--- src/rtl/dpt_pkg.sv ---
// ============================================================================
// dpt_pkg - shared types and constants for the demand paging translator
// Address split, item structs, command codes and controller/datapath links.
// ============================================================================
package dpt_pkg;

    // Address geometry: page number above, byte offset below
    localparam int ADDR_W     = 16;
    localparam int OFFSET_W   = 8;
    localparam int PAGE_W     = ADDR_W - OFFSET_W;
    localparam int PAGE_COUNT = 2 ** PAGE_W;
    localparam int PAGE_BYTES = 2 ** OFFSET_W;
    localparam int STORE_W    = PAGE_W + OFFSET_W;
    localparam int STORE_BYTES = 2 ** STORE_W;
    localparam int DATA_W     = 8;

    // Item command codes
    localparam logic CMD_LOAD  = 1'b0;
    localparam logic CMD_XLATE = 1'b1;

    typedef struct packed {
        logic              cmd;
        logic [ADDR_W-1:0] address;
        logic [DATA_W-1:0] data;
    } t_in_item;

    typedef struct packed {
        logic [ADDR_W-1:0]        logical_address;
        logic [ADDR_W-1:0]        physical_address;
        logic signed [DATA_W-1:0] value;
        logic                     page_fault;
    } t_out_item;

    // Controller to datapath commands
    typedef struct packed {
        logic capture;
        logic check;
        logic copy_rd;
        logic read;
        logic resp;
    } t_dp_cmd;

    // Datapath to controller status
    typedef struct packed {
        logic hit;
        logic copy_last;
        logic out_free;
    } t_dp_status;

endpackage

--- src/rtl/dpt_ctrl.sv ---
// ============================================================================
// dpt_ctrl - sequencing state machine of the translator
// Accepts items, walks lookup, page copy, read and result hand-off.
// ============================================================================
module dpt_ctrl
    import dpt_pkg::*;
(
    input  logic       i_clk,
    input  logic       i_rst_n,
    input  logic       i_in_valid,
    input  logic       i_in_is_xlate,
    input  t_dp_status i_status,
    output logic       o_in_stall,
    output t_dp_cmd    o_cmd
);

    typedef enum logic [2:0] {
        S_IDLE,
        S_CHECK,
        S_COPY,
        S_DRAIN,
        S_READ,
        S_RESP
    } t_state;

    t_state r_state;
    t_state n_state;
    logic   accept;

    assign o_in_stall = (r_state != S_IDLE);
    assign accept     = i_in_valid && (r_state == S_IDLE);

    // Decode commands and next state
    always_comb begin
        n_state = r_state;
        o_cmd   = '0;
        case (r_state)
            S_IDLE: begin
                o_cmd.capture = accept;
                if (accept && i_in_is_xlate) begin
                    n_state = S_CHECK;
                end
            end
            S_CHECK: begin
                o_cmd.check = 1'b1;
                n_state     = i_status.hit ? S_READ : S_COPY;
            end
            S_COPY: begin
                o_cmd.copy_rd = 1'b1;
                if (i_status.copy_last) begin
                    n_state = S_DRAIN;
                end
            end
            S_DRAIN: begin
                n_state = S_READ;
            end
            S_READ: begin
                o_cmd.read = 1'b1;
                n_state    = S_RESP;
            end
            S_RESP: begin
                if (i_status.out_free) begin
                    o_cmd.resp = 1'b1;
                    n_state    = S_IDLE;
                end
            end
            default: begin
                n_state = S_IDLE;
            end
        endcase
    end

    // Hold state
    always_ff @(posedge i_clk) begin
        if (!i_rst_n) begin
            r_state <= S_IDLE;
        end else begin
            r_state <= n_state;
        end
    end

endmodule

--- config.mk ---
export PLATFORM = sky130hd
export DESIGN_NAME = dpt_ctrl
export DESIGN_NICKNAME = d
export VERILOG_FILES = /design/src/rtl/dpt_pkg.sv /design/src/rtl/dpt_ctrl.sv
export SDC_FILE = /design/constraint.sdc
export NUM_CORES = 1
export LEC_CHECK = 0
export BUFFER_PORTS_ARGS = -buffer_cell sky130_fd_sc_hd__buf_4
export CAP_MARGIN = 25
export CORE_AREA = 2 2 39 41
export DETAILED_ROUTE_END_ITERATION = 8
export DIE_AREA = 0 0 41 43
export HOLD_SLACK_MARGIN = 0.12
export PLACE_DENSITY = 0.37
export RECOVER_POWER = 25
export SETUP_SLACK_MARGIN = 0.05
export SLEW_MARGIN = 20
export SYNTH_ARGS = -nofsm -noshare
export SYNTH_HDL_FRONTEND = slang
export SYNTH_SLANG_ARGS = --single-unit
--- constraint.sdc ---
create_clock -name i_clk -period 1.95 [get_ports i_clk]
set_clock_uncertainty 0.2 [all_clocks]
set_input_delay 0.195 -clock i_clk [delete_from_list [all_inputs] [get_ports i_clk]]
set_output_delay 0.195 -clock i_clk [all_outputs]
set_load 0.1 [all_outputs]
==> impl_results.md, run 1 <==
- Outcome: finished, final reports clean
- Levels on crit path: 3
- All-Layer GR Usage: 7.11%
- Crit Path Category: flip-flop to primary output
- Clock-pin slew on the worst setup and hold paths: 0.03 ns
- R2R setup slack: 0.71 ns
- GR Overflow Total: 0
- Via count: around 250
- CP arrival: 1.38 ns
- Vias in the first global route: between 150 and 200
- Biggest register: r_state
- HP Class: input pin to flip-flop
- Max-slew violations: 0
- Die area: between 0.0015 and 0.002 mm²
- DR vias/cell: 4.08
- Post-CTS Resized: 0
- DR pass1 iterations: 2
- Die width: 41 µm
- Core Util, Final: about a quarter
- Die height: approximately 43 µm
- Ys Warns: 0
- H-tree depth: 1
- Min-delay src: i_status[0]
- CTS buffer count: 3
- Setup crit end kind: primary output
- Ant diodes: 0
- Sequential fraction of the synthesis area: between 20% and 30%
- Min-Delay Endpoint: r_state[2]
- Hold Path Stages: 3
- DRT Wirelength: approximately 530 µm
- Final Hold Viols: 0
- Highest Clock Rate: about 0.56 GHz
- Worst path bufs/invs: 1
- DRT iter0 DRCs: 6
- First-pass GRT wire length: slightly below 800 µm
- Critical path's largest stage delay: 0.43 ns
- Routed Antenna Nets: 0
- Core ar.: ~0.0014 mm²
- Largest register FFs: 3
- CP top delay family: simple AND/OR/NAND/NOR gates
- Worst R2R Start: r_state[0]
- Seq cells post-synth: 3
- Cell Pwr Density: 1130 mW/mm²
- Synthesized instance count: 28
- Worst Path Required: 1.55 ns
- Library cells used by synthesis: 16
- Crit Reg-Reg Endpoint: r_state[1]
- Top_reg_cell synth: dfxtp_1
- Final WS setup: 0.174 ns
- Area grow syn2layout: 67.1%
- Critical path fanouts, max: 9
- # setup viols final: 0
- # IOs: 13
- Max Cap Viol: 0
- Minimum clock period: 1.78 ns
- GPL Wtd Cong: 0.755
- Largest net degree at the start of global routing: 11
- HPWL after DPL: between 400 and 500 µm
- Lkg Pwr: ~0.16 nW
- Critical Path Source Type: flip-flop
- IR drop worst, VDD: a little over 0.0004 V
- CP Cell Sequence: or3_4 -> nor2_4 -> buf_4
- Reg2Reg Depth: 3
- FP Rows: 14
- Total power draw: 0.000396 W
- Synth Cell Area: 209 µm²
- Post-synthesis net count: 35
- Worst slew pin tran: ~0.34 ns
- CTS Hold Bufs: 1
- Pre-CTS WS: 0.393 ns
- WL/cell: a little under 9 µm
- Clk_lat worst skew: about 0.23 ns
- Setup Buffers After CTS: 0
- Largest regs: r_state x3
- Initial Utilization: 15.1%
- RSZ-0062 raised after global routing: no
- CP max stage cell: or3_4
- Port Buffers: 12
- Clock buffer depth: 2
- Initial antenna violation count: 0
- Async S/R FF share, synth: 0%
- DRC viols: 0
- Root Buffer: clkbuf_4
- Final worst path period share: 91.1%
- Slew margin rel.: between 70% and 80%
- Layout cells sized above 1: ~41%
- EDFF count, synth: 0
- CTS tree: built
- Final #Nets: 52
- Syn Area/Cell: 7.46 µm²
- CTS Sinks: 3
[report_power, final]
part	switching [W]	total [W]	internal, W
combinational	0.000148	0.000202	0.0000542
sequential	0.0000167	0.0000856	0.0000689
clock	0.0000313	0.000108	0.0000766
[synth_stat cells (all sizes together) (2+ instances only)]
library cell	instances	area share, %
o21ai	4	9.6
nand2	3	5.4
nand2b	3	9.0
dfxtp	3	29
nor2	5	10
inv	2	3.6
[how the worst max path moves through the flow]
stage / to / from
floorplan: o_cmd[0] / r_state[2]
global placement: o_cmd[4] / r_state[1]
detailed placement: o_cmd[4] / r_state[1]
CTS: o_cmd[4] / r_state[1]
global route: o_cmd[4] / r_state[1]
finish: o_cmd[4] / r_state[1]
[cell usage in the layout (no fill, tap or decap)]
cell type / n
buf_4: 12
nand2_1: 3
and4_1: 1
o21ai_1: 2
and3_1: 1
nor2_4: 1
o21a_1: 1
clkbuf_1: 1
nand2b_1: 3
clkbuf_4: 3
a21oi_1: 1
or3_4: 1
a211oi_1: 1
nor2_1: 4
inv_1: 2
dfxtp_1: 3
o21ai_0: 2
dlygate4sd3_1: 1
nor3b_2: 1
[cell families (layout without fill, tap and decap cells)]
| kind of cell | count (synthesis) | count (layout) | synth area share, % |
|---|---|---|---|
| AO/OA/AOI/OAI | 7 | 7 | 21.6 |
| buffers and inverters | 3 | 19 | 8.98 |
| flip-flops | 3 | 3 | 28.7 |
| AND/OR/NAND/NOR | 15 | 15 | 40.7 |
[final cells by class]
| class | count | area [µm²] |
|---|---|---|
| Clock buffer | 4 | 26.3 |
| Fill cell | 158 | 1030 |
| Inverter | 2 | 7.51 |
| Multi-Input combinational cell | 22 | 135 |
| Sequential cell | 3 | 60.1 |
| Tap cell | 16 | 20.0 |
| Timing Repair Buffer | 13 | 100 |
[through the flow]
| step | area [µm²] | hold slack (ns) | std cells | TNS (ns) |
|---|---|---|---|---|
| 6_report | 349 | 0.122 | 60 | 0 |
| 3_3_place_gp | 318 | 0.221 | 55 | 0 |
| 5_1_grt | 349 | 0.133 | 60 | 0 |
| 4_1_cts | 354 | 0.121 | 60 | 0 |
| 3_5_place_dp | 318 | 0.226 | 55 | 0 |
| 2_1_floorplan | 219 | 0.113 | 28 | -0.845 |
[layer usage]
layer / global-route usage (%) / vias to the layer above / share of wire (%)
met4: 4.00 / 0 / 0
li1: - / 127 / -
met1: 8.31 / 105 / 43
met2: 8.44 / 13 / 44
met5: 0 / - / 0
met3: 6.28 / 0 / 13
[worst min-delay path: cells and delay by family]
kind                   cells  cell delay (ns)
AOI/OAI and AO/OA          2             0.22
buffers and inverters      1             0.09
(Power assumes the default switching activity.)
==> inputs of run 2 (changes only) <==
--- a/config.mk
+++ b/config.mk
@@ -13,6 +13,7 @@
 export HOLD_SLACK_MARGIN = 0.12
 export PLACE_DENSITY = 0.37
 export RECOVER_POWER = 25
+export REMOVE_ABC_BUFFERS = 1
 export SETUP_SLACK_MARGIN = 0.05
 export SLEW_MARGIN = 20
 export SYNTH_ARGS = -nofsm -noshare
==> run 2 against run 1 <==
Compared with the run above: critical path depth unchanged; wire length is 8.3% higher; critical path type unchanged; highest routed layer unchanged; global-route usage rose by 1.1 points; largest power group unchanged; flip-flop and latch count did not move; die area did not move; critical endpoint unchanged; sequential power is 2% lower.
==> impl_results.md, run 2 (same netlist as run 1, synthesis figures left out) <==
- Gr busiest metal: met1
- Fill count: 163 (+3.2%)
- Port Buffers: 12 (unchanged)
- Final WS setup: 0.165 ns (-0.00920 ns)
- Outcome: finished, final reports clean
- DRC viols: 0 (unchanged)
- Final worst path period share: 91.5% (+0.47 points)
- Largest net degree at the start of global routing: 11 (unchanged)
- Minimum clock period: 1.79 ns (+0.00920 ns)
- H-tree depth: 1 (unchanged)
- DRT iter0 DRCs: 4 (-2)
- Critical path fanouts, max: 9 (unchanged)
- Die height: 43 µm (unchanged)
- GR Overflow Total: 0 (unchanged)
- CP max stage cell: or3_4
- Vias in the first global route: 221 (+16%)
- CP arrival: 1.39 ns (about the same)
- Core ar.: 0.00138 mm² (unchanged)
- Grt met3 use: 4.71% (-1.6 points)
- Clock-pin slew on the worst setup and hold paths: 0.04 ns (about the same)
- DR pass1 iterations: 2 (unchanged)
- Critical path's largest stage delay: 0.42 ns (about the same)
- Via count: 245 (unchanged)
- Highest Clock Rate: 0.560 GHz (-0.52%)
- Routed Antenna Nets: 0 (unchanged)
- Initial Utilization: 15.1% (unchanged)
- DRT Wirelength: 575 µm (+8.3%)
- GPL Wtd Cong: 0.767 (+1.6%)
- # IOs: 13 (unchanged)
- CTS tree: built
- CTS Hold Bufs: 2 (+1)
- Hold_ws: 0.134 ns (+0.0113 ns)
- Crit Path Category: flip-flop to primary output
- Most frequent cells in the layout: buf_4 (12), nor2_1 (4)
- Setup crit end kind: primary output
- FP Rows: 14 (unchanged)
- Largest regs: r_state x3
- Root Buffer: clkbuf_4
- Met2 Track Usage GR: 9.69% (+1.2 points)
- Biggest register: r_state
- Area grow syn2layout: 67.1% (unchanged)
- Initial antenna violation count: 0 (unchanged)
- Setup Buffers After CTS: 0 (unchanged)
- # placed instances: 55 (unchanged)
- Die area: 0.00176 mm² (unchanged)
- IR drop worst, VDD: 0.000319 V (-21%)
- Post-Layout Cell Count: 61 (+1.7%)
- Critical Path Source Type: flip-flop
- Max-slew violations: 0 (unchanged)
- CP Cell Sequence: or3_4 -> nor2_2 -> buf_4
- WL/cell: 9.43 µm (+6.5%)
- Pre-CTS WS: 0.398 ns (+0.00532 ns)
- DR vias/cell: 4.02 (-1.6%)
- CP top delay family: simple AND/OR/NAND/NOR gates
- Worst slew pin tran: 0.276 ns (-0.0690 ns)
- Ant diodes: 0 (unchanged)
- HPWL after DPL: 433 µm (+6.4%)
- Final Hold Viols: 0 (unchanged)
- CTS buffer count: 3 (unchanged)
- RSZ-0062 raised after global routing: no
- Max Cap Viol: 0 (unchanged)
- HP Class: input pin to flip-flop
- Largest register FFs: 3 (unchanged)
- Worst Path Required: 1.55 ns (about the same)
- Layout cells sized above 1: 37.8% (-3.1 points)
- Final #Nets: 53 (+1.9%)
- Met1 usage in global routing: 10.6% (+2.3 points)
- Clk_lat worst skew: 0.23 ns (about the same)
- Die width: 41 µm (unchanged)
- Worst path bufs/invs: 1 (unchanged)
- Slew margin rel.: 81.6% (+4.6 points)
- Lkg Pwr: 0.163 nW (+1.3%)
- All-Layer GR Usage: 8.22% (+1.1 points)
- # setup viols final: 0 (unchanged)
- Clock buffer depth: 2 (unchanged)
- First-pass GRT wire length: 917 µm (+18%)
- Cell Pwr Density: 1140 mW/mm² (+0.20%)
- Post-CTS Resized: 0 (unchanged)
- CTS Sinks: 3 (unchanged)
- Commonest non-fill, non-tap cell in the layout: buf_4
-- run 2: cell types whose count changed in the layout (fill, tap and decap cells not counted), sizes merged --
cell and change:
dlygate4sd3 +1
-- run 2: layout make-up --
cell class	instances	area (µm²)	area share, %
repair buffers	14	110	31.5
inverters	2	7.51	2.15
well taps	16	20.0	5.73
flip-flops and latches	3	60.1	17.2
multi-input cells	22	125	35.8
clock buffers	4	26.3	7.53
-- run 2: worst reg2reg max path: cells and delay by family, from the launching register on --
kind,cells,cell delay [ns]
buffers and inverters,1,0.55
flip-flops,1,0.45
AO/OA/AOI/OAI,2,0.22
AND/OR/NAND/NOR,1,0.19
-- run 2: path summary, 6_finish.rpt --
path                 to   startpoint  depth (start not counted)  slack [ns]
max reg2reg  r_state[2]   r_state[1]                          4        0.23
min          r_state[0]  i_status[0]                          3        0.13
max            o_cmd[4]   r_state[1]                          3        0.16
min reg2reg  r_state[1]   r_state[2]                          2        0.43
-- run 2: metal layers --
layer	vias up	part of all wire [%]
li1	129	-
met1	106	49
met2	10	41
met3	0	10
met4	0	0
met5	-	0
-- run 2: report_power, final --
group | total, W | switching (W) | internal [W] | leakage (nW)
registers | 0.0000837 | 0.0000149 | 0.0000689 | 0.0246
logic | 0.000203 | 0.000148 | 0.0000550 | 0.123
clock network | 0.000110 | 0.0000328 | 0.0000767 | 0.0150
-- run 2: per-stage QoR --
stage	TNS (ns)	utilization, %	total power, W	area (µm²)
after floorplan	-2.01	-	0.000243	198
after global placement	0	22.2	0.000287	308
after detailed placement	0	22.2	0.000287	308
after CTS	0	25.6	0.000408	354
after global routing	0	25.2	0.000426	349
final	0	25.2	0.000396	349
